**config.mk**
```make
export PLATFORM = sky130hd
export DESIGN_NAME = g3m_reduce
export DESIGN_NICKNAME = d
export VERILOG_FILES = /design/src/rtl/g3m_pkg.sv /design/src/rtl/g3m_reduce.sv
export SDC_FILE = /design/constraint.sdc
export NUM_CORES = 1
export LEC_CHECK = 0
export BUFFER_PORTS_ARGS = -buffer_cell sky130_fd_sc_hd__buf_4
export CAP_MARGIN = 10
export CORE_ASPECT_RATIO = 0.7
export CORE_MARGIN = 2
export CORE_UTILIZATION = 52
export DETAILED_ROUTE_END_ITERATION = 16
export PLACE_DENSITY = 0.89
export SLEW_MARGIN = 0
export SYNTH_ARGS = -nofsm -noshare
export SYNTH_HDL_FRONTEND = slang
export SYNTH_SLANG_ARGS = --single-unit
```
**constraint.sdc**
```tcl
create_clock -name clk_i -period 1 [get_ports clk_i]
set_input_delay 0.15 -clock clk_i [delete_from_list [all_inputs] [get_ports clk_i]]
set_output_delay 0.15 -clock clk_i [all_outputs]
set_load 0.03 [all_outputs]
```
**src/rtl/g3m_pkg.sv**
```systemverilog
`default_nettype none

package g3m_pkg;

  localparam int MaxWidth   = 2048;
  localparam int MaxHeight  = 4096;
  localparam int MinSize    = 5;
  localparam int AddrW      = $clog2(MaxWidth);

  localparam int PixW       = 8;
  localparam int ColW       = 11;
  localparam int RowW       = 12;
  localparam int WidthW     = 12;
  localparam int HeightW    = 13;
  localparam int CfgIdxW    = 2;
  localparam int CfgDataW   = 16;
  localparam int InDataW    = 3 * PixW;
  localparam int OutFieldW  = 4 * PixW + RowW + ColW;
  localparam int OutDataW   = ((OutFieldW + 7) / 8) * 8;
  localparam int NumCols    = 3;

  localparam int ResetWidth  = 640;
  localparam int ResetHeight = 480;

  // Interior border: gray is kept from this row/column on, and a result is produced
  // once the raster position is one further in.
  localparam int Border     = 2;
  localparam int ProdFirst  = 3;

  localparam int GrayW      = 18;
  localparam int CoefRed    = 306;
  localparam int CoefGreen  = 601;
  localparam int CoefBlue   = 116;
  localparam int GrayRound  = 512;
  localparam int GrayShift  = 10;

  localparam int Sum8W      = 11;
  localparam int GaussW     = 12;
  localparam int MeanRound  = 4;
  localparam int MeanShift  = 3;
  localparam int GaussRound = 8;
  localparam int GaussShift = 4;

  typedef enum logic [CfgIdxW-1:0] {
    CfgFrameWidth  = 2'd0,
    CfgFrameHeight = 2'd1
  } cfg_idx_e;

  typedef logic [PixW-1:0] pix_t;

  typedef struct packed {
    pix_t top;
    pix_t mid;
    pix_t bot;
  } column_t;

  typedef struct packed {
    pix_t upper;
    pix_t middle;
  } line_pair_t;

  typedef struct packed {
    logic            produce;
    logic            frame_end;
    logic [RowW-1:0] row;
    logic [ColW-1:0] col;
  } tag_t;

  typedef struct packed {
    logic              frame_end;
    logic [RowW-1:0]   row;
    logic [ColW-1:0]   col;
    pix_t              center;
    logic [Sum8W-1:0]  sum8;
    logic [GaussW-1:0] gsum;
    pix_t              lo_max;
    pix_t              mid_med;
    pix_t              hi_min;
  } partial_t;

  typedef struct packed {
    logic            frame_end;
    logic [ColW-1:0] col;
    logic [RowW-1:0] row;
    pix_t            gauss;
    pix_t            median;
    pix_t            mean;
    pix_t            center;
  } result_t;

  function automatic pix_t max2(pix_t a, pix_t b);
    return (a > b) ? a : b;
  endfunction

  function automatic pix_t min2(pix_t a, pix_t b);
    return (a < b) ? a : b;
  endfunction

  function automatic pix_t max3(pix_t a, pix_t b, pix_t c);
    return max2(max2(a, b), c);
  endfunction

  function automatic pix_t min3(pix_t a, pix_t b, pix_t c);
    return min2(min2(a, b), c);
  endfunction

  function automatic pix_t med3(pix_t a, pix_t b, pix_t c);
    return max2(min2(a, b), min2(max2(a, b), c));
  endfunction

  // Three compare-exchange steps; the result has the smallest value in top.
  function automatic column_t sort3(column_t c);
    pix_t a;
    pix_t b;
    pix_t d;
    pix_t t;
    a = c.top;
    b = c.mid;
    d = c.bot;
    if (a > b) begin
      t = a;
      a = b;
      b = t;
    end
    if (b > d) begin
      t = b;
      b = d;
      d = t;
    end
    if (a > b) begin
      t = a;
      a = b;
      b = t;
    end
    return '{top: a, mid: b, bot: d};
  endfunction

endpackage

`default_nettype wire

```
**src/rtl/g3m_reduce.sv**
```systemverilog
`default_nettype none

// Reduces the 3x3 window to sums and the three median candidates.
// Column 0 is the newest (right), column 2 the oldest (left).
module g3m_reduce (
  input  logic              clk_i,
  input  logic              rst_ni,
  input  logic              en_i,
  input  logic              valid_i,
  input  g3m_pkg::tag_t     tag_i,
  input  g3m_pkg::column_t  win_i    [g3m_pkg::NumCols],
  input  g3m_pkg::column_t  sorted_i [g3m_pkg::NumCols],
  output logic              valid_o,
  output g3m_pkg::partial_t part_o
);

  logic              valid_q;
  g3m_pkg::partial_t part_q;
  g3m_pkg::partial_t part_d;

  always_comb begin
    part_d.frame_end = tag_i.frame_end;
    part_d.row       = tag_i.row;
    part_d.col       = tag_i.col;
    part_d.center    = win_i[1].mid;
    part_d.sum8 = g3m_pkg::Sum8W'(win_i[0].top) + g3m_pkg::Sum8W'(win_i[0].mid)
                + g3m_pkg::Sum8W'(win_i[0].bot) + g3m_pkg::Sum8W'(win_i[1].top)
                + g3m_pkg::Sum8W'(win_i[1].bot) + g3m_pkg::Sum8W'(win_i[2].top)
                + g3m_pkg::Sum8W'(win_i[2].mid) + g3m_pkg::Sum8W'(win_i[2].bot);
    part_d.gsum = g3m_pkg::GaussW'(win_i[0].top) + g3m_pkg::GaussW'(win_i[0].bot)
                + g3m_pkg::GaussW'(win_i[2].top) + g3m_pkg::GaussW'(win_i[2].bot)
                + (g3m_pkg::GaussW'(win_i[0].mid) << 1)
                + (g3m_pkg::GaussW'(win_i[2].mid) << 1)
                + (g3m_pkg::GaussW'(win_i[1].top) << 1)
                + (g3m_pkg::GaussW'(win_i[1].bot) << 1)
                + (g3m_pkg::GaussW'(win_i[1].mid) << 2);
    // Median of nine from sorted columns: the largest low, the middle
    // middle and the smallest high; their median is the window median.
    part_d.lo_max  = g3m_pkg::max3(sorted_i[0].top, sorted_i[1].top, sorted_i[2].top);
    part_d.mid_med = g3m_pkg::med3(sorted_i[0].mid, sorted_i[1].mid, sorted_i[2].mid);
    part_d.hi_min  = g3m_pkg::min3(sorted_i[0].bot, sorted_i[1].bot, sorted_i[2].bot);
  end

  always_ff @(posedge clk_i or negedge rst_ni) begin
    if (!rst_ni) begin
      valid_q <= 1'b0;
    end else if (en_i) begin
      valid_q <= valid_i;
    end
  end

  always_ff @(posedge clk_i) begin
    if (en_i) begin
      part_q <= part_d;
    end
  end

  assign valid_o = valid_q;
  assign part_o  = part_q;

endmodule

`default_nettype wire

```
* Word-level counts from Yosys, hierarchy flattened
Index checks and enable logic that the tools add are counted.
** Operators by class
- Order comparisons :: 8
- $add $sub $neg :: 15
- Mux-type cells :: 8
** Operators with widths (number)
- 8-bit two-way mux :: 8
- 11-bit by 8-bit adder with 11-bit output :: 4
- 12-bit by 9-bit adder with 12-bit output :: 3
- 8-bit greater-than comparator :: 4
- 8-bit < comparator :: 4
- 10-bit by 8-bit adder with 11-bit output :: 2
- 9-bit by 8-bit adder with 10-bit output :: 2
- 8-bit by 8-bit adder with 9-bit output :: 2
- 11-bit by 9-bit adder with 12-bit output :: 1
- 12-bit by 10-bit adder with 12-bit output :: 1
** Word-level totals
- Output and inout bits :: 80
- Register bits :: 80
- Word-level logic and storage cells :: 41

* Longest topological paths before layout
- Word-level depth :: 8
- Gate-level depth with buffers :: 25
- Mapped depth without buffers :: 23

* Worst setup path after synthesis
Ideal clock, no wire load.
- Kind :: input-to-reg
- From :: input port sorted_i[37] (netlist name)
- To :: register part_q (netlist bit part_o[10]), data pin
- Arrival :: 4556 ps
- Setup slack :: -3820 ps
- Path buffers :: 2
- Stages on the path :: 24
- Library setup time :: 264 ps
- Cell sequence :: inv_1 -> ha_1 -> a211oi_2 -> nor2_1 -> o31a_1 -> nand2_1 -> mux2_2 -> ha_1 -> a211oi_1 -> o21bai_1 -> or4b_1 -> a21oi_1 -> or3b_1 -> buf_6 -> mux2i_1 -> inv_1 -> ha_1 -> nor2b_1 -> o21ai_0 -> a21oi_1 -> o21bai_1 -> a21oi_1 -> clkbuf_1 -> o21ai_1
** RTL lines
- start: declaration :: line g3m_reduce.sv:12 : input g3m_pkg::column_t sorted_i [g3m_pkg::NumCols],
- end signal: assignment :: line g3m_reduce.sv:54 : part_q <= part_d;
- end: declaration :: line g3m_reduce.sv:18 : g3m_pkg::partial_t part_q;

==> impl_metrics.py <==
metrics = {
    "logic_synthesis": {
        "synth_area_per_cell_sq_um": 12.3,
        "yosysUniqueCellTypes": 45,
        "synth_top_area_cell": "edfxtp_1",
        "ys_top_cells_by_area": "edfxtp_1 32%, fa_1 27%, ha_1 13%, inv_1 6.2%, mux2_2 4.3%",
        "synth_top_family_by_area": "adder cells",
        "syn_area_sq_mm": 0.00742,
        "syn_nets": 956,
        "synth_seq_area_share": 0.323,
        "ys_ff_latch": 80,
        "async_reset_ff_frac": 0.0125,
        "yosysTopAreaCellShare": 0.320,
        "synth_warnings": 0,
        "synth_edf_count": 79,
        "synth-simple-area-share": 0.0515,
        "synth-compound-area-share": 0.0771,
        "muxShareOfSynthArea": 0.0653,
        "netlist_instances": 604,
        "synth-xor-area-share": 0.0142,
        "synthAdderAreaFrac": 0.403,
        "synth-main-ff-cell": "edfxtp_1",
    },
    "placed_design": {
        "dp_hpwl_mm": 17.3,
        "globalplace.congestion": 0.882,
        "numPortBuffers": 251,
        "dpl_cell_area_sq_mm": 0.0108,
    },
    "die": {
        "ioPinCount": 253,
        "die_area_sq_mm": 0.0152,
        "dieWidth_um": 147,
        "rows": 36,
        "core-area_sq_mm": 0.0139,
        "chipHeight_um": 104,
        "start_util": 0.533,
    },
    "clock_network": {
        "cts_made_buffers": 9,
        "insertion_delay_ns": 0.34,
        "clkTransAtPathRegs_ns": 0.07,
        "cts_tree": "done",
        "cts_root_buffer": "clkbuf_16",
        "clock_sink_count": 80,
        "cts_max_level": 3,
        "clk_path_buf_depth": 2,
    },
    "final_layout": {
        "mostFrequentLayoutCell": "buf_4",
        "mostFrequentLayoutCells": "262 x buf_4, 120 x buf_6, 92 x inv_1, 91 x fa_1, 79 x edfxtp_1",
        "fin_area_sq_mm": 0.0130,
        "post-route-util": 0.937,
        "antenna_cells": 0,
        "fillCellCount": 384,
        "syn2layout_area_growth_pct": 75.9,
        "drive_above_1_share": 0.594,
        "nNetsFinal": 1397,
    },
    "detailed_routing": {
        "first_pass_iters": 5,
        "dr_total_vias": 7232,
        "drt_iter0_drc": 472,
        "drc": 0,
        "vias_per_cell": 5.83,
        "antenna_left": 0,
        "post_drt_wl_per_cell_um": 26.4,
        "drt_wl_total_mm": 32.8,
    },
    "sta": {
        "slew_violations": 0,
        "whs_ns": 0.0808,
        "min_period_ns": 4.76,
        "fin_tns_setup_ns": -112.66,
        "fmax_mhz": 210,
        "hold_viol_final": 0,
        "worst_slack_ns": -3.76,
        "skew_ns": 0,
        "finalCritPeriodShare": 4.76,
        "worstMarginPinSlew_ns": 0.340,
        "rsz0062_at_grt": "yes",
        "finalSetupViolCount": 126,
        "max-slew-margin-rel": 0.773,
    },
    "hold_path": {
        "min_from": "valid_i",
        "hold_path_end": "valid_o",
        "holdPathStages": 2,
        "hold_path_class": "primary input to flop",
    },
    "power": {
        "pwr_density_cell_mw_per_mm2": 2760,
        "leakagePower_uw": 0.00601,
        "peakVddDrop_uv": 2370,
    },
    "global_route": {
        "grt_max_degree": 53,
        "antenna_found_initial": 0,
        "busiest_layer": "met2",
        "grtUsageMet3": 0.0846,
        "grt_use_met1": 0.411,
        "grt_overflow": 0,
        "grtUsageMet2": 0.671,
        "grt_pass1_wl_mm": 42.4,
        "grt_use_total": 0.369,
        "grt_pass1_vias": 7830,
    },
    "critical_path": {
        "r2r-end": "valid_o",
        "crit_type": "primary input to flop",
        "arrival_ns": 4.85,
        "end_kind": "flop",
        "critPathLaunchType": "primary input",
        "crit_path_top_delay_cell": "or3b_4",
        "worstRegToRegCells": 1,
        "required_ns": 1.08,
        "reg2reg_slack_ns": 0.19,
        "crit-reg2reg-launch": "valid_o",
        "cp_slowest_stage_delay_ns": 0.41,
        "cp_max_fo": 8,
    },
    "job": {
        "drv_cap": 0,
    },
    "outcome": {
        "violations": "negative setup slack",
        "status": "complete, but fails checks",
    },
}
==> cell usage after synthesis, drive strengths merged (4+ instances only) <==
master,number
o21ai,35
nor2b,5
nand4,4
nand2b,4
nand3,5
nor2,12
a211oi,5
inv,123
a21oi,23
fa,100
o21bai,4
nand2,29
mux2,30
ha,79
edfxtp,79
xnor2,9
mux2i,12
a21o,13
==> critical path: cells and delay by family <==
family / cells / cell delay [ns]
compound gates: 8 / 1.14
buf+inv: 6 / 0.75
simple gates: 7 / 1.35
mux: 2 / 0.60
fa+ha+maj: 3 / 0.84
==> per-layer routing <==
metal / wire length [um] / vias up
li1: - / 2927
met1: 11200 / 3528
met4: 2520 / 0
met2: 16500 / 575
met5: 0 / -
met3: 2490 / 202
==> metrics by stage <==
stage | std cells | power (uW) | setup WS [ns]
floorplan | 604 | 16400 | -3.32
global placement | 1147 | 22500 | -3.57
finish | 1240 | 36000 | -3.76
CTS | 1219 | 30600 | -3.28
global route | 1240 | 37400 | -3.87
detailed placement | 1147 | 23400 | -3.85
==> power by group <==
| group | internal, uW | switching [uW] |
|---|---|---|
| logic | 13000 | 12900 |
| clock network | 2710 | 1490 |
| registers | 5330 | 454 |
==> area by class of cell <==
cell class              instances  area, sq um  area share
clock inverters                 5          129     0.00988
well taps                     190          238      0.0182
multi-input cells             398         5600       0.429
repair buffers                433         3930       0.302
flip-flops and latches         80         2400       0.184
clock buffers                  11          233      0.0178
inverters                     123          519      0.0398
==> how the worst max path moves through the flow <==
stage | from | to | slack [ns] | depth (start not counted)
after floorplan | sorted_i[33] | part_o[12] | -3.32 | 24
after global placement | sorted_i[33] | part_o[8] | -3.57 | 25
after detailed placement | sorted_i[33] | part_o[8] | -3.85 | 25
after CTS | sorted_i[37] | part_o[8] | -3.28 | 25
after global routing | sorted_i[33] | part_o[8] | -3.87 | 25
final | sorted_i[33] | part_o[11] | -3.76 | 26
==> registers in the layout, indices dropped and copies added (netlist names) <==
name and count:
part_o 79, valid_o 1
==> cells by family (layout without fill, tap and decap cells) <==
kind of cell,count (synthesis),count (layout)
multiplexers,42,42
adder cells (fa/ha/maj),179,179
buffers and inverters,127,572
AO/OA/AOI/OAI,90,91
flip-flops,80,80
XOR/XNOR,12,12
AND/OR/NAND/NOR,74,74
==> repair_timing <==
item | CTS | global route
endpoints found under the hold margin | 33 | 0
gates cloned | 1 | 0
setup buffers | 25 | 26
resized for setup | 204 | 93
hold buffers | 33 | 0
pin swaps | 78 | 72
setup endpoints to repair | 126 | 126
Note: power is estimated with default switching activity, not from simulation.
