--- config.mk ---
export PLATFORM = sky130hd
export DESIGN_NAME = g3m_col_cell
export DESIGN_NICKNAME = d
export VERILOG_FILES = /design/src/rtl/g3m_pkg.sv /design/src/rtl/g3m_col_cell.sv
export SDC_FILE = /design/constraint.sdc
export NUM_CORES = 1
export LEC_CHECK = 0
export BUFFER_PORTS_ARGS = -buffer_cell sky130_fd_sc_hd__buf_4
export CORE_MARGIN = 2
export CORE_UTILIZATION = 28
export DETAILED_ROUTE_END_ITERATION = 10
export SLEW_MARGIN = 20
export SYNTH_ARGS = -nofsm -noshare
export SYNTH_HDL_FRONTEND = slang
export SYNTH_SLANG_ARGS = --single-unit
--- constraint.sdc ---
create_clock -name clk_i -period 5.5 [get_ports clk_i]
set_clock_uncertainty 0.1 [all_clocks]
set_input_delay 1.1 -clock clk_i [delete_from_list [all_inputs] [get_ports clk_i]]
set_output_delay 1.1 -clock clk_i [all_outputs]
set_load 0.005 [all_outputs]
--- src/rtl/g3m_pkg.sv ---
`default_nettype none

package g3m_pkg;

  localparam int MaxWidth   = 2048;
  localparam int MaxHeight  = 4096;
  localparam int MinSize    = 5;
  localparam int AddrW      = $clog2(MaxWidth);

  localparam int PixW       = 8;
  localparam int ColW       = 11;
  localparam int RowW       = 12;
  localparam int WidthW     = 12;
  localparam int HeightW    = 13;
  localparam int CfgIdxW    = 2;
  localparam int CfgDataW   = 16;
  localparam int InDataW    = 3 * PixW;
  localparam int OutFieldW  = 4 * PixW + RowW + ColW;
  localparam int OutDataW   = ((OutFieldW + 7) / 8) * 8;
  localparam int NumCols    = 3;

  localparam int ResetWidth  = 640;
  localparam int ResetHeight = 480;

  // Interior border: gray is kept from this row/column on, and a result is produced
  // once the raster position is one further in.
  localparam int Border     = 2;
  localparam int ProdFirst  = 3;

  localparam int GrayW      = 18;
  localparam int CoefRed    = 306;
  localparam int CoefGreen  = 601;
  localparam int CoefBlue   = 116;
  localparam int GrayRound  = 512;
  localparam int GrayShift  = 10;

  localparam int Sum8W      = 11;
  localparam int GaussW     = 12;
  localparam int MeanRound  = 4;
  localparam int MeanShift  = 3;
  localparam int GaussRound = 8;
  localparam int GaussShift = 4;

  typedef enum logic [CfgIdxW-1:0] {
    CfgFrameWidth  = 2'd0,
    CfgFrameHeight = 2'd1
  } cfg_idx_e;

  typedef logic [PixW-1:0] pix_t;

  typedef struct packed {
    pix_t top;
    pix_t mid;
    pix_t bot;
  } column_t;

  typedef struct packed {
    pix_t upper;
    pix_t middle;
  } line_pair_t;

  typedef struct packed {
    logic            produce;
    logic            frame_end;
    logic [RowW-1:0] row;
    logic [ColW-1:0] col;
  } tag_t;

  typedef struct packed {
    logic              frame_end;
    logic [RowW-1:0]   row;
    logic [ColW-1:0]   col;
    pix_t              center;
    logic [Sum8W-1:0]  sum8;
    logic [GaussW-1:0] gsum;
    pix_t              lo_max;
    pix_t              mid_med;
    pix_t              hi_min;
  } partial_t;

  typedef struct packed {
    logic            frame_end;
    logic [ColW-1:0] col;
    logic [RowW-1:0] row;
    pix_t            gauss;
    pix_t            median;
    pix_t            mean;
    pix_t            center;
  } result_t;

  function automatic pix_t max2(pix_t a, pix_t b);
    return (a > b) ? a : b;
  endfunction

  function automatic pix_t min2(pix_t a, pix_t b);
    return (a < b) ? a : b;
  endfunction

  function automatic pix_t max3(pix_t a, pix_t b, pix_t c);
    return max2(max2(a, b), c);
  endfunction

  function automatic pix_t min3(pix_t a, pix_t b, pix_t c);
    return min2(min2(a, b), c);
  endfunction

  function automatic pix_t med3(pix_t a, pix_t b, pix_t c);
    return max2(min2(a, b), min2(max2(a, b), c));
  endfunction

  // Three compare-exchange steps; the result has the smallest value in top.
  function automatic column_t sort3(column_t c);
    pix_t a;
    pix_t b;
    pix_t d;
    pix_t t;
    a = c.top;
    b = c.mid;
    d = c.bot;
    if (a > b) begin
      t = a;
      a = b;
      b = t;
    end
    if (b > d) begin
      t = b;
      b = d;
      d = t;
    end
    if (a > b) begin
      t = a;
      a = b;
      b = t;
    end
    return '{top: a, mid: b, bot: d};
  endfunction

endpackage

`default_nettype wire

--- src/rtl/g3m_col_cell.sv ---
`default_nettype none

// One window column. It keeps the raw pixels and a sorted copy for the
// median, and passes the raw pixels to its neighbor on the next shift.
module g3m_col_cell (
  input  logic              clk_i,
  input  logic              shift_i,
  input  g3m_pkg::column_t  col_i,
  output g3m_pkg::column_t  col_o,
  output g3m_pkg::column_t  sorted_o
);

  g3m_pkg::column_t col_q;
  g3m_pkg::column_t sorted_q;

  always_ff @(posedge clk_i) begin
    if (shift_i) begin
      col_q    <= col_i;
      sorted_q <= g3m_pkg::sort3(col_i);
    end
  end

  assign col_o    = col_q;
  assign sorted_o = sorted_q;

endmodule

`default_nettype wire

# ---- Word-level counts from Yosys, hierarchy flattened
# Index checks and enable logic that the tools add are counted.
dict set report word_totals {
  reg_bits 48
  in_bits 26
  out_inout_bits 48
}
dict set report op_classes {
  n_lt_le_gt_ge 3
  n_mux 9
}
# cell count
set ops {}
lappend ops {{$mux W8} 9}
lappend ops {{$gt A8 B8 Y1} 3}

# ---- Depth between registers and ports, before layout
# Gate-level depths: netlist (run 1).
dict set report logic_depth {
  depth_word 8
  depth_mapped 28
  mapped_depth_nobuf 23
}

# ---- Least setup slack after synthesis (run 1)
# Ideal clock, no wire load.
dict set report synth_path {
  path_type {input-to-reg}
  from {input col_i[9] (netlist bit)}
  to {register sorted_q, in the netlist sorted_o[10] (data pin)}
  setup_time_ps 258
  arrival_time_ps 5246
  t_required_ps 5142
  path_slack_ps -104
  path_stages 23
  n_path_buf 4
  path_cell_list {inv_1 ha_1 nor2b_4 o211ai_2 a21oi_2 o22ai_4 buf_6 mux2_4 ha_1 and4_1 a21boi_2 o31ai_2 buf_6 buf_12 buf_6 mux2i_1 ha_1 a21oi_1 o21ai_1 o22ai_2 nor2b_2 a21oi_4 o221a_1}
}
dict set report synth_between {
  elab_chain_cells 8
  elab_cells_between_ends 10
}
# item line_no
set synth_rtl {}
lappend synth_rtl {{start, declared} g3m_col_cell.sv:8} ;# input g3m_pkg::column_t col_i,
lappend synth_rtl {{$gt A8 B8 Y1} g3m_pkg.sv:120} ;# if (a > b) begin
lappend synth_rtl {{$mux W8} g3m_pkg.sv:120}
lappend synth_rtl {{$mux W8} g3m_col_cell.sv:17} ;# if (shift_i) begin
lappend synth_rtl {{$gt A8 B8 Y1} g3m_pkg.sv:125} ;# if (b > d) begin
lappend synth_rtl {{$mux W8} g3m_pkg.sv:125}
lappend synth_rtl {{$mux W8} g3m_col_cell.sv:17}
lappend synth_rtl {{$gt A8 B8 Y1} g3m_pkg.sv:130} ;# if (a > b) begin
lappend synth_rtl {{$mux W8 *} g3m_pkg.sv:130}
lappend synth_rtl {{end signal, assigned} g3m_col_cell.sv:19} ;# sorted_q <= g3m_pkg::sort3(col_i);
lappend synth_rtl {{end, declared} g3m_col_cell.sv:14} ;# g3m_pkg::column_t sorted_q;
# Every way passes the cells marked *; elsewhere a longest branch is shown, timed or not. The select of a mux whose other input is x is not followed.
# A chain may end at the register's enable or synchronous reset.

# ---- Final worst setup path (run 1)
dict set report layout_path {
  from {input col_i[9] (netlist bit)}
  to {register sorted_q, in the netlist sorted_o[23] (data pin)}
}
# Same word-level chain as after synthesis.

==> summary.md, run 1 <==
| Metric | Value |
|---|---|
| Die X | 105.0 µm |
| Row cnt | 36 |
| Total power | ~1300 µW |
| Residual DRC | 0 |
| Post-synth EDFFs | 48 |
| All-Layer GR Usage | 0.1266 |
| CP cell instances | buf_4 > inv_6 > ha_4 > nor2b_4 > o211ai_2 > a21oi_2 > o22ai_4 > buf_12 > mux2_2 > ha_4 > and2_1 > buf_4 > nand4_1 > o31ai_4 > buf_6 > buf_12 > mux2i_1 > ha_1 > nand4_1 > a21oi_2 > o22ai_4 > and2b_4 > a21oi_4 > o221a_1 |
| Worst Hold Endpoint | col_o[5] |
| Slew margin rel. | 0.5898 |
| Critical setup path kind | in -> reg |
| Synth async-reset ratio | 0 |
| Sink Count | 48 |
| CP Capture Type | flop |
| Mean Syn Cell Area | between 10 and 15 µm² |
| Io pins | 74 |
| TritonCTS Buffers | 5 |
| Tcrit/Tclk final | 0.9676 |
| Gate power share | 0.453 |
| Core area | between 9000 and 10,000 µm² |
| Detailed-route wire length | about 7000 µm |
| Via density | 4.604 |
| Synth warn | 0 |
| Number of synthesized register bits | 48 |
| Switch share | 0.3076 |
| Starting DRT DRC Count | roughly 100 |
| Post-route cell area | between 4000 and 5000 µm² |
| First-pass GRT wire length | ~11,000 µm |
| Max Root-Sink Buffers | 2 |
| Detailed Routing Iterations Pass 1 | 4 |
| Full die area | between 10,000 and 15,000 µm² |
| Syn_nets | about 270 |
| Routed WL per cell | 14.82 µm |
| CP max FO | 8 |
| Initial Utilization | 0.2910 |
| Required @ worst endpoint | 5.56 ns |
| Largest net degree at the start of global routing | 49 |
| DRT antenna net count | 0 |
| Hold path depth | 1 |
| Pleak | 0.001745 µW |
| Chip height | approximately 110 µm |
| DR vias | around 2,200 |
| Top-count cell post-synth | edfxtp_1 |
| Final nets | roughly 390 |
| Seq/Total Area, Yosys | 0.5044 |
| CTS tree | done |
| Status | completed |
| Area delta synth->final | 47.07% |
| Crit path launch type | primary input |
| Gate Count Post-Synth | around 220 |
| Peak supply drop | between 90 and 100 µV |
| Sequential power share | 0.394 |
| Net switching power | a little under 400 µW |
| Vias in the first global route | 2,193 |
| Pint | just under 900 µW |
| Buffers added on ports | 73 |
| Highest Clock Rate | about 0.19 GHz |
| Predominant post-synthesis flop cell | edfxtp_1 |
| CP max stage cell | mux2_2 |
| Placer congestion estimate | between 0.8 and 0.9 |
| Pwr Density | ~300 nW/µm² |
| WP data arrival | roughly 5.4 ns |
| Synthesized area | 2858 µm² |
| Post-DP HPWL | approximately 5300 µm |
| Period minus WS final | approximately 5.3 ns |
| CTS H-Tree Depth | 2 |
| Clock Root Buffer | clkbuf_8 |
| Hold crit path type | in -> reg |
| Unique masters post-synth | 37 |
| Yosys top cell by area | edfxtp_1 |
| Hold_buf cts | 0 |
| Top post-synthesis cells by count | 48 x edfxtp_1, 24 x ha_1, 17 x nand2_1, 16 x o221a_1, 15 x inv_1 |
| Worst setup margin | between 0.15 and 0.2 ns |
| Slew at the pin closest to its max-slew limit | between 0.6 and 0.7 ns |
| Largest cells by area after synthesis | edfxtp_1 50%, ha_1 11%, o221a_1 6.3% |
| Max incr delay on CP | ~0.38 ns |
| Share of cells above drive strength 1 | 0.5497 |
| Congestion Overflow GR | 0 |
| Clk slew on worst S/H paths | around 0.090 ns |
| Maxcap violations | 0 |
| Initial antenna violation count | 0 |
| Post-DP Area | 3911 µm² |
| Pre-CTS setup slack | -0.4418 ns |
| N_diodes | 0 |
| Post-synth top area share | 0.5044 |
| Clk pwr share | 0.153 |
| Final hold viol count | 0 |
| Final setup fails | 0 |
| Max-slew violations | 0 |
| Hold_sp | col_i[5] |
how the worst max path moves through the flow:
stage | slack, ns | depth (start not counted) | from | to
floorplan | -0.10 | 23 | col_i[17] | sorted_o[16]
global placement | -0.38 | 24 | col_i[9] | sorted_o[10]
detailed placement | -0.44 | 24 | col_i[9] | sorted_o[8]
CTS | 0.03 | 24 | col_i[15] | sorted_o[8]
global route | -0.04 | 27 | col_i[9] | sorted_o[13]
finish | 0.18 | 24 | col_i[9] | sorted_o[23]
placed cells by master, fill, tap and decap left out, drive strengths merged:
master / synthesis / routed
ha: 24 / 24
o31ai: 1 / 1
buf: 8 / 125
nor2b: 5 / 5
o22ai: 2 / 2
and2: 2 / 2
and4: 1 / 1
a211oi: 1 / 1
nand2: 17 / 17
inv: 15 / 15
or3: 8 / 8
and2b: 1 / 1
mux2i: 8 / 8
nand4: 5 / 5
edfxtp: 48 / 48
o211ai: 2 / 2
a21oi: 22 / 22
o221a: 16 / 16
a21boi: 1 / 1
nand2b: 1 / 1
o21ai: 12 / 12
clkbuf: 0 / 7
nor2: 11 / 11
mux2: 7 / 7
cells by family (layout without fill, tap and decap cells):
logic type,Yosys count,count (layout),share of synthesized area
AOI/OAI and AO/OA,57,57,0.1839
and+or+nand+nor,51,51,0.09764
DFF,48,48,0.5044
adders and majority gates,24,24,0.1051
buffers and inverters,23,147,0.05078
muxes,15,15,0.05823
sequential cells by signal, indices dropped and copies added (netlist names):
register / cells
col_o: 24
sorted_o: 24
per-layer routing:
layer | vias up | part of all wire | GRT usage
met4 | 0 | 0.016 | 0.04762
li1 | 1088 | - | -
met1 | 1041 | 0.46 | 0.1703
met2 | 51 | 0.48 | 0.2013
met5 | - | 0 | 0
met3 | 7 | 0.042 | 0.02433
area by class of cell:
class | instances | area, µm²
Fill cell | 952 | 5617
Clock buffer | 5 | 68.82
Tap cell | 133 | 166.4
Timing Repair Buffer | 127 | 1025
Inverter | 15 | 61.31
Multi-Input combinational cell | 147 | 1440
Sequential cell | 48 | 1441
worst max-delay path, delay by kind of cell:
kind / cells / cell delay (ns)
fa+ha+maj: 3 / 0.77
simple gates: 5 / 0.86
buf+inv: 6 / 0.73
mux: 2 / 0.59
compound gates: 8 / 1.31
power by group through the flow:
stage / clock, µW / combinational (µW) / sequential, µW
after CTS: 199 / 518 / 496
after global placement: 0 / 502 / 505
after floorplan: 0 / 288 / 509
after detailed placement: 0 / 509 / 504
final: 192 / 569 / 495
after global routing: 207 / 619 / 501
per-stage QoR:
step	hold slack [ns]	TNS, ns	utilization	cells
floorplan	1.099	-1.267	-	218
global placement	1.213	-5.447	0.3983	461
detailed placement	1.214	-6.117	0.3983	461
CTS	0.8987	0	0.4081	468
global route	0.8974	-0.2373	0.4280	475
finish	0.9068	0	0.4280	475
repair_timing:
action,4_1_cts,5_1_grt
gates resized for setup,0,22
endpoints found under the hold margin,0,0
setup endpoints to repair,16,16
buffers inserted,2,5
pin swaps,2,16
cloned,0,2
No activity file was read; power rests on OpenSTA's default activity.
==> run 2, diff against run 1 <==
ABC_AREA = 1   (was default)
==> run 2 against run 1 <==
Against the previous run: die area grew 1.1%; final area is 13% lower; routed wire length is 10% lower; sequential cell count stayed put; largest power group is now sequential cells.
==> summary.md, run 2 <==
| Metric | Value |
|---|---|
| Post-synth top area share | 0.4987 (-0.005677) |
| Clk slew on worst S/H paths | 0.10 ns (about the same) |
| Full die area | 11,150 µm² (+1.1%) |
| Largest family of logic cells by synthesized area | simple AND/OR/NAND/NOR gates |
| Post-Synth Simple-Gate Area | 0.2797 (+0.1820) |
| Clock Root Buffer | clkbuf_8 |
| Synthesized area | 2890 µm² (+1.1%) |
| Routed WL per cell | 12.79 µm (-14%) |
| CP max FO | 24 (+16) |
| Yosys top cell by area | edfxtp_1 |
| Pleak | 0.001747 µW (+0.16%) |
| Max-slew violations | 0 (unchanged) |
| Sink Count | 48 (unchanged) |
| Largest cells by area after synthesis | edfxtp_1 50%, ha_1 10%, nand2_1 10% |
| Adder-Cell Fraction of Synth Area | 0.1039 (-0.001183) |
| WP data arrival | 4.88 ns (-0.50 ns) |
| Tcrit/Tclk final | 0.8957 (-0.07190) |
| Final nets | 407 (+3.3%) |
| Crit path launch type | primary input |
| Row cnt | 37 (+2.8%) |
| Seq/Total Area, Yosys | 0.4987 (-0.005677) |
| Final setup fails | 0 (unchanged) |
| Post-route cell area | 3666 µm² (-13%) |
| CP max stage cell | ha_1 |
| Top post-synthesis cells by count | 78 x nand2_1, 48 x edfxtp_1, 28 x nand3_1, 25 x inv_1, 24 x ha_1 |
| Maxcap violations | 0 (unchanged) |
| RSZ-0062 raised after global routing | no |
| Synth async-reset ratio | 0 (unchanged) |
| Top-count cell post-synth | nand2_1 |
| Critical setup path kind | in -> reg |
| Mux share of post-synthesis cell area | 0 (-0.05823) |
| Peak supply drop | 113.5 µV (+15%) |
| DRT antenna net count | 0 (unchanged) |
| CP Capture Type | flop |
| Slew at the pin closest to its max-slew limit | 0.6162 ns (+0.0009032 ns) |
| Hold_buf cts | 0 (unchanged) |
| Final hold viol count | 0 (unchanged) |
| Most frequent cells in the layout | 78 x nand2_1, 77 x buf_4, 48 x edfxtp_1, 28 x nand3_1, 25 x inv_1 |
| Post-CTS setup buffer count | 0 (-2) |
| Vias in the first global route | 2,043 (-6.8%) |
| N_diodes | 0 (unchanged) |
| Highest Clock Rate | 0.2030 GHz (+8.0%) |
| Unique masters post-synth | 25 (-32%) |
| TritonCTS Buffers | 5 (unchanged) |
| Mean Syn Cell Area | 10.32 µm² (-21%) |
| Detailed-route wire length | 6318 µm (-10%) |
| Status | completed |
| Post-DP HPWL | 5073 µm (-4.9%) |
| Initial Utilization | 0.2838 (-0.007246) |
| Initial antenna violation count | 0 (unchanged) |
| Slew margin rel. | 0.5892 (-0.0006030) |
| Buffers added on ports | 73 (unchanged) |
| Starting DRT DRC Count | 74 (-27%) |
| Setup TNS | 0 ns (unchanged) |
| Share of cells above drive strength 1 | 0.3492 (-0.2005) |
| Io pins | 74 (unchanged) |
| Area delta synth->final | 26.84% |
| Required @ worst endpoint | 5.45 ns (-0.11 ns) |
| CTS tree | done |
| Most common cell after layout, fill and taps aside | nand2_1 |
| Residual DRC | 0 (unchanged) |
| Compound-Gate Fraction of Synth Area | 0.06320 (-0.1207) |
| DR vias | 2,203 (+0.73%) |
| Die X | 105.6 µm (+0.55%) |
| Gate Count Post-Synth | 280 (+28%) |
| Chip height | 105.6 µm (+0.55%) |
| CTS H-Tree Depth | 2 (unchanged) |
| Pwr Density | 321.5 nW/µm² (+7.6%) |
| Number of synthesized register bits | 48 (unchanged) |
| Congestion Overflow GR | 0 (unchanged) |
| Largest net degree at the start of global routing | 49 (unchanged) |
| Hold crit path type | in -> reg |
| Post-synth EDFFs | 48 (unchanged) |
| Period minus WS final | 4.926 ns (-0.3954 ns) |
| XOR/XNOR Fraction of Synth Area | 0 (unchanged) |
| Critical path's most frequent cell | nand2_1 |
| Post-DP Area | 3578 µm² (-8.5%) |
| Max Root-Sink Buffers | 2 (unchanged) |
| First-pass GRT wire length | 9998 µm (-9.2%) |
| Max incr delay on CP | 0.32 ns (-0.06 ns) |
| Placer congestion estimate | 0.8292 (-4.1%) |
| # resized after CTS | 0 (unchanged) |
| Predominant post-synthesis flop cell | edfxtp_1 |
| Detailed Routing Iterations Pass 1 | 4 (unchanged) |
| Via density | 4.460 (-3.1%) |
| Syn_nets | 330 (+23%) |
| Synth warn | 0 (unchanged) |
| Core area | 10,180 µm² (+3.7%) |
| All-Layer GR Usage | 0.1148 (-0.01177) |
## run 2: cell count changes in the layout (fill, tap and decap cells not counted), sizes merged, moves of 5 or more
cell,before,now
buf,125,77
nand3,0,35
o21ai,12,18
nor2b,5,0
a21oi,22,8
inv,15,26
mux2i,8,0
o221a,16,0
mux2,7,0
or3,8,0
nand2,17,99
nor2,11,6
## run 2: final timing paths
path	from	slack [ns]	end	depth (start not counted)
max	col_i[13]	0.57	sorted_o[8]	30
min	col_i[3]	0.88	col_o[3]	1
## run 2: worst max-delay path: cells and delay by family
family	cells	cell delay (ns)
buffers and inverters	6	0.72
AND/OR/NAND/NOR	16	1.56
AO/OA/AOI/OAI	5	0.62
adder cells (fa/ha/maj)	3	0.87
## run 2: layer usage
metal | wire length [µm] | track usage
met5 | 0 | 0
met3 | 356 | 0.01979
met1 | 2913 | 0.1659
met4 | 47 | 0.03289
met2 | 3002 | 0.1765
## run 2: layout make-up
cell class / instances / area (µm²)
fill: 1042 / 6519
sequential: 48 / 1441
multi-input combinational: 199 / 1291
timing repair buffer: 77 / 578.1
tap: 136 / 170.2
inverter: 26 / 97.59
clock buffer: 5 / 68.82
clock inverter: 3 / 18.77
## run 2: stage by stage
stage                 util  std cells  setup slack [ns]  hold slack (ns)  total power (µW)
CTS                 0.3600        494            0.5653           0.8688              1197
finish              0.3600        494            0.5737           0.8788              1179
floorplan                -        280            0.7092            1.099             792.4
global route        0.3600        494            0.1783           0.8622              1264
detailed placement  0.3514        486            0.2481            1.191             979.5
global placement    0.3514        486            0.4342            1.190             966.7
## run 2: cell families (layout without fill, tap and decap cells)
family                   count (synthesis)  count (layout)
AND/OR/NAND/NOR                        146             146
flip-flops                              48              48
AO/OA/AOI/OAI                           29              29
adder cells (fa/ha/maj)                 24              24
buffers and inverters                   33             111
## run 2: power by group
group          internal, µW  switching [µW]  leakage [µW]  total, µW
clock                  88.1             126     0.0000378        214
combinational           199             259       0.00124        458
sequential              489            17.9      0.000469        507
==> run 3, diff against run 2 <==
CORE_MARGIN = 10   (was 2)
clock period = 4.98 ns   (was 5.5 ns; I/O delays follow)
==> run 3 against run 2 <==
Against the previous run: worst hold slack got worse by 0.10 ns; sequential share of layout area is 1.1 points lower; non-clock buffer count is 4 higher; critical path depth fell by 2; critical endpoint is now sorted_o[22]; largest cell class unchanged.
==> summary.md, run 3 (synthesis gave the netlist of run 2 again) <==
| Metric | Value |
|---|---|
| Via density | 4.378 (-1.8%) |
| Critical setup path kind | in -> reg |
| Required @ worst endpoint | 4.94 ns (-0.51 ns) |
| Placer congestion estimate | 0.8286 (about the same) |
| Share of cells above drive strength 1 | 0.3709 (+0.02172) |
| Pwr Density | 367.4 nW/µm² (+14%) |
| FILL cells | 1,066 (+2.3%) |
| Tcrit/Tclk final | 0.9236 |
| Pre-CTS setup slack | 0.003714 ns (-0.2444 ns) |
| Final setup fails | 0 (unchanged) |
| Max Root-Sink Buffers | 2 (unchanged) |
| Largest net degree at the start of global routing | 49 (unchanged) |
| Routed met2 length | 3327 µm (+11%) |
| N_diodes | 0 (unchanged) |
| Vias in the first global route | 2,194 (+7.4%) |
| Clock Root Buffer | clkbuf_8 |
| Highest Clock Rate | 0.2174 GHz |
| Io pins | 74 (unchanged) |
| Period minus WS final | 4.599 ns |
| Top delay family on crit path | simple AND/OR/NAND/NOR gates |
| Hold_buf cts | 0 (unchanged) |
| Worst Path Buf+Inv | 6 (unchanged) |
| All-Layer GR Usage | 0.09272 (-0.02211) |
| DRT met1 WL | 3138 µm (+7.7%) |
| Sink Count | 48 (unchanged) |
| Residual DRC | 0 (unchanged) |
| First-pass GRT wire length | 11,010 µm (+10%) |
| Core area | 10,180 µm² (unchanged) |
| Most common cell after layout, fill and taps aside | buf_4 |
| Area delta synth->final | 30.61% |
| Post-DP HPWL | 5546 µm (+9.3%) |
| Buffers added on ports | 73 (unchanged) |
| Detailed Routing Iterations Pass 1 | 4 (unchanged) |
| DR vias | 2,189 (-0.64%) |
| Clk slew on worst S/H paths | 0.09 ns (about the same) |
| Uppermost layer routed | met4 |
| DRT antenna net count | 0 (unchanged) |
| Peak supply drop | 131.0 µV (+15%) |
| CP max stage cell | ha_1 |
| Starting DRT DRC Count | 109 (+47%) |
| Post-DP Area | 3586 µm² (+0.21%) |
| Detailed-route wire length | 6954 µm (+10%) |
| Chip height | 121.6 µm (+15%) |
| Final Util | 0.3706 (+0.01069) |
| Final nets | 413 (+1.5%) |
| CTS H-Tree Depth | 2 (unchanged) |
| Met3 Routed Length | 396 µm (+11%) |
| Routed WL per cell | 13.91 µm (+8.7%) |
| WHS | 0.7753 ns (-0.1035 ns) |
| Slew at the pin closest to its max-slew limit | 0.6187 ns (+0.002478 ns) |
| Critical path's most frequent cell | nand2_1 |
| Crit path launch type | primary input |
| Pleak | 0.001793 µW (+2.6%) |
| Post-route cell area | 3775 µm² (+3.0%) |
| Row cnt | 37 (unchanged) |
| CTS tree | done |
| Max-slew violations | 0 (unchanged) |
| Hold crit path type | in -> reg |
| TritonCTS Buffers | 5 (unchanged) |
| Most frequent cells in the layout | 80 x buf_4, 78 x nand2_1, 48 x edfxtp_1, 26 x nand3_1 |
| Max incr delay on CP | 0.31 ns (about the same) |
| Full die area | 14,790 µm² (+33%) |
| CP Capture Type | flop |
| CP max FO | 16 (-33%) |
| Initial antenna violation count | 0 (unchanged) |
| Status | completed |
| Initial Utilization | 0.2838 (unchanged) |
| Worst setup margin | 0.3806 ns (-0.1931 ns) |
| Die X | 121.6 µm (+15%) |
| Maxcap violations | 0 (unchanged) |
| Total power | 1387 µW (+18%) |
| Final hold viol count | 0 (unchanged) |
| WP data arrival | 4.56 ns (-0.32 ns) |
| Congestion Overflow GR | 0 (unchanged) |
| Slew margin rel. | 0.5875 (-0.001652) |
## run 3: worst paths after layout
| path | from | end | cells after the start |
|---|---|---|---|
| worst max-delay path | col_i[15] | sorted_o[22] | 28 |
| worst min-delay path | col_i[3] | col_o[3] | 1 |
## run 3: layout make-up
type	instances	area, µm²	area share
inverter	26	101.3	0.02685
timing repair buffer	81	620.6	0.1644
tap	136	170.2	0.04508
sequential	48	1441	0.3818
clock inverter	3	42.54	0.01127
clock buffer	5	68.82	0.01823
multi-input combinational	201	1330	0.3523
## run 3: routing by layer
layer,GRT usage,vias up
li1,-,1123
met1,0.1150,1000
met2,0.1556,58
met3,0.02128,8
met4,0.03055,0
met5,0,-
## run 3: report_power, final
group | internal (µW) | leakage, µW | switching, µW
logic | 242 | 0.00127 | 297
registers | 540 | 0.000469 | 18.9
clock network | 149 | 0.0000541 | 140
total | 931 | 0.00179 | 455
## run 3: per-stage QoR
stage,std cells,setup TNS (ns)
after floorplan,280,0
after global placement,487,0
after detailed placement,487,0
after CTS,495,0
after global routing,500,-0.009285
final,500,0
## run 3: repair_timing
item	4_1_cts	5_1_grt
buffers inserted	0	3
endpoints found under the setup margin	0	16
resized for setup	0	4
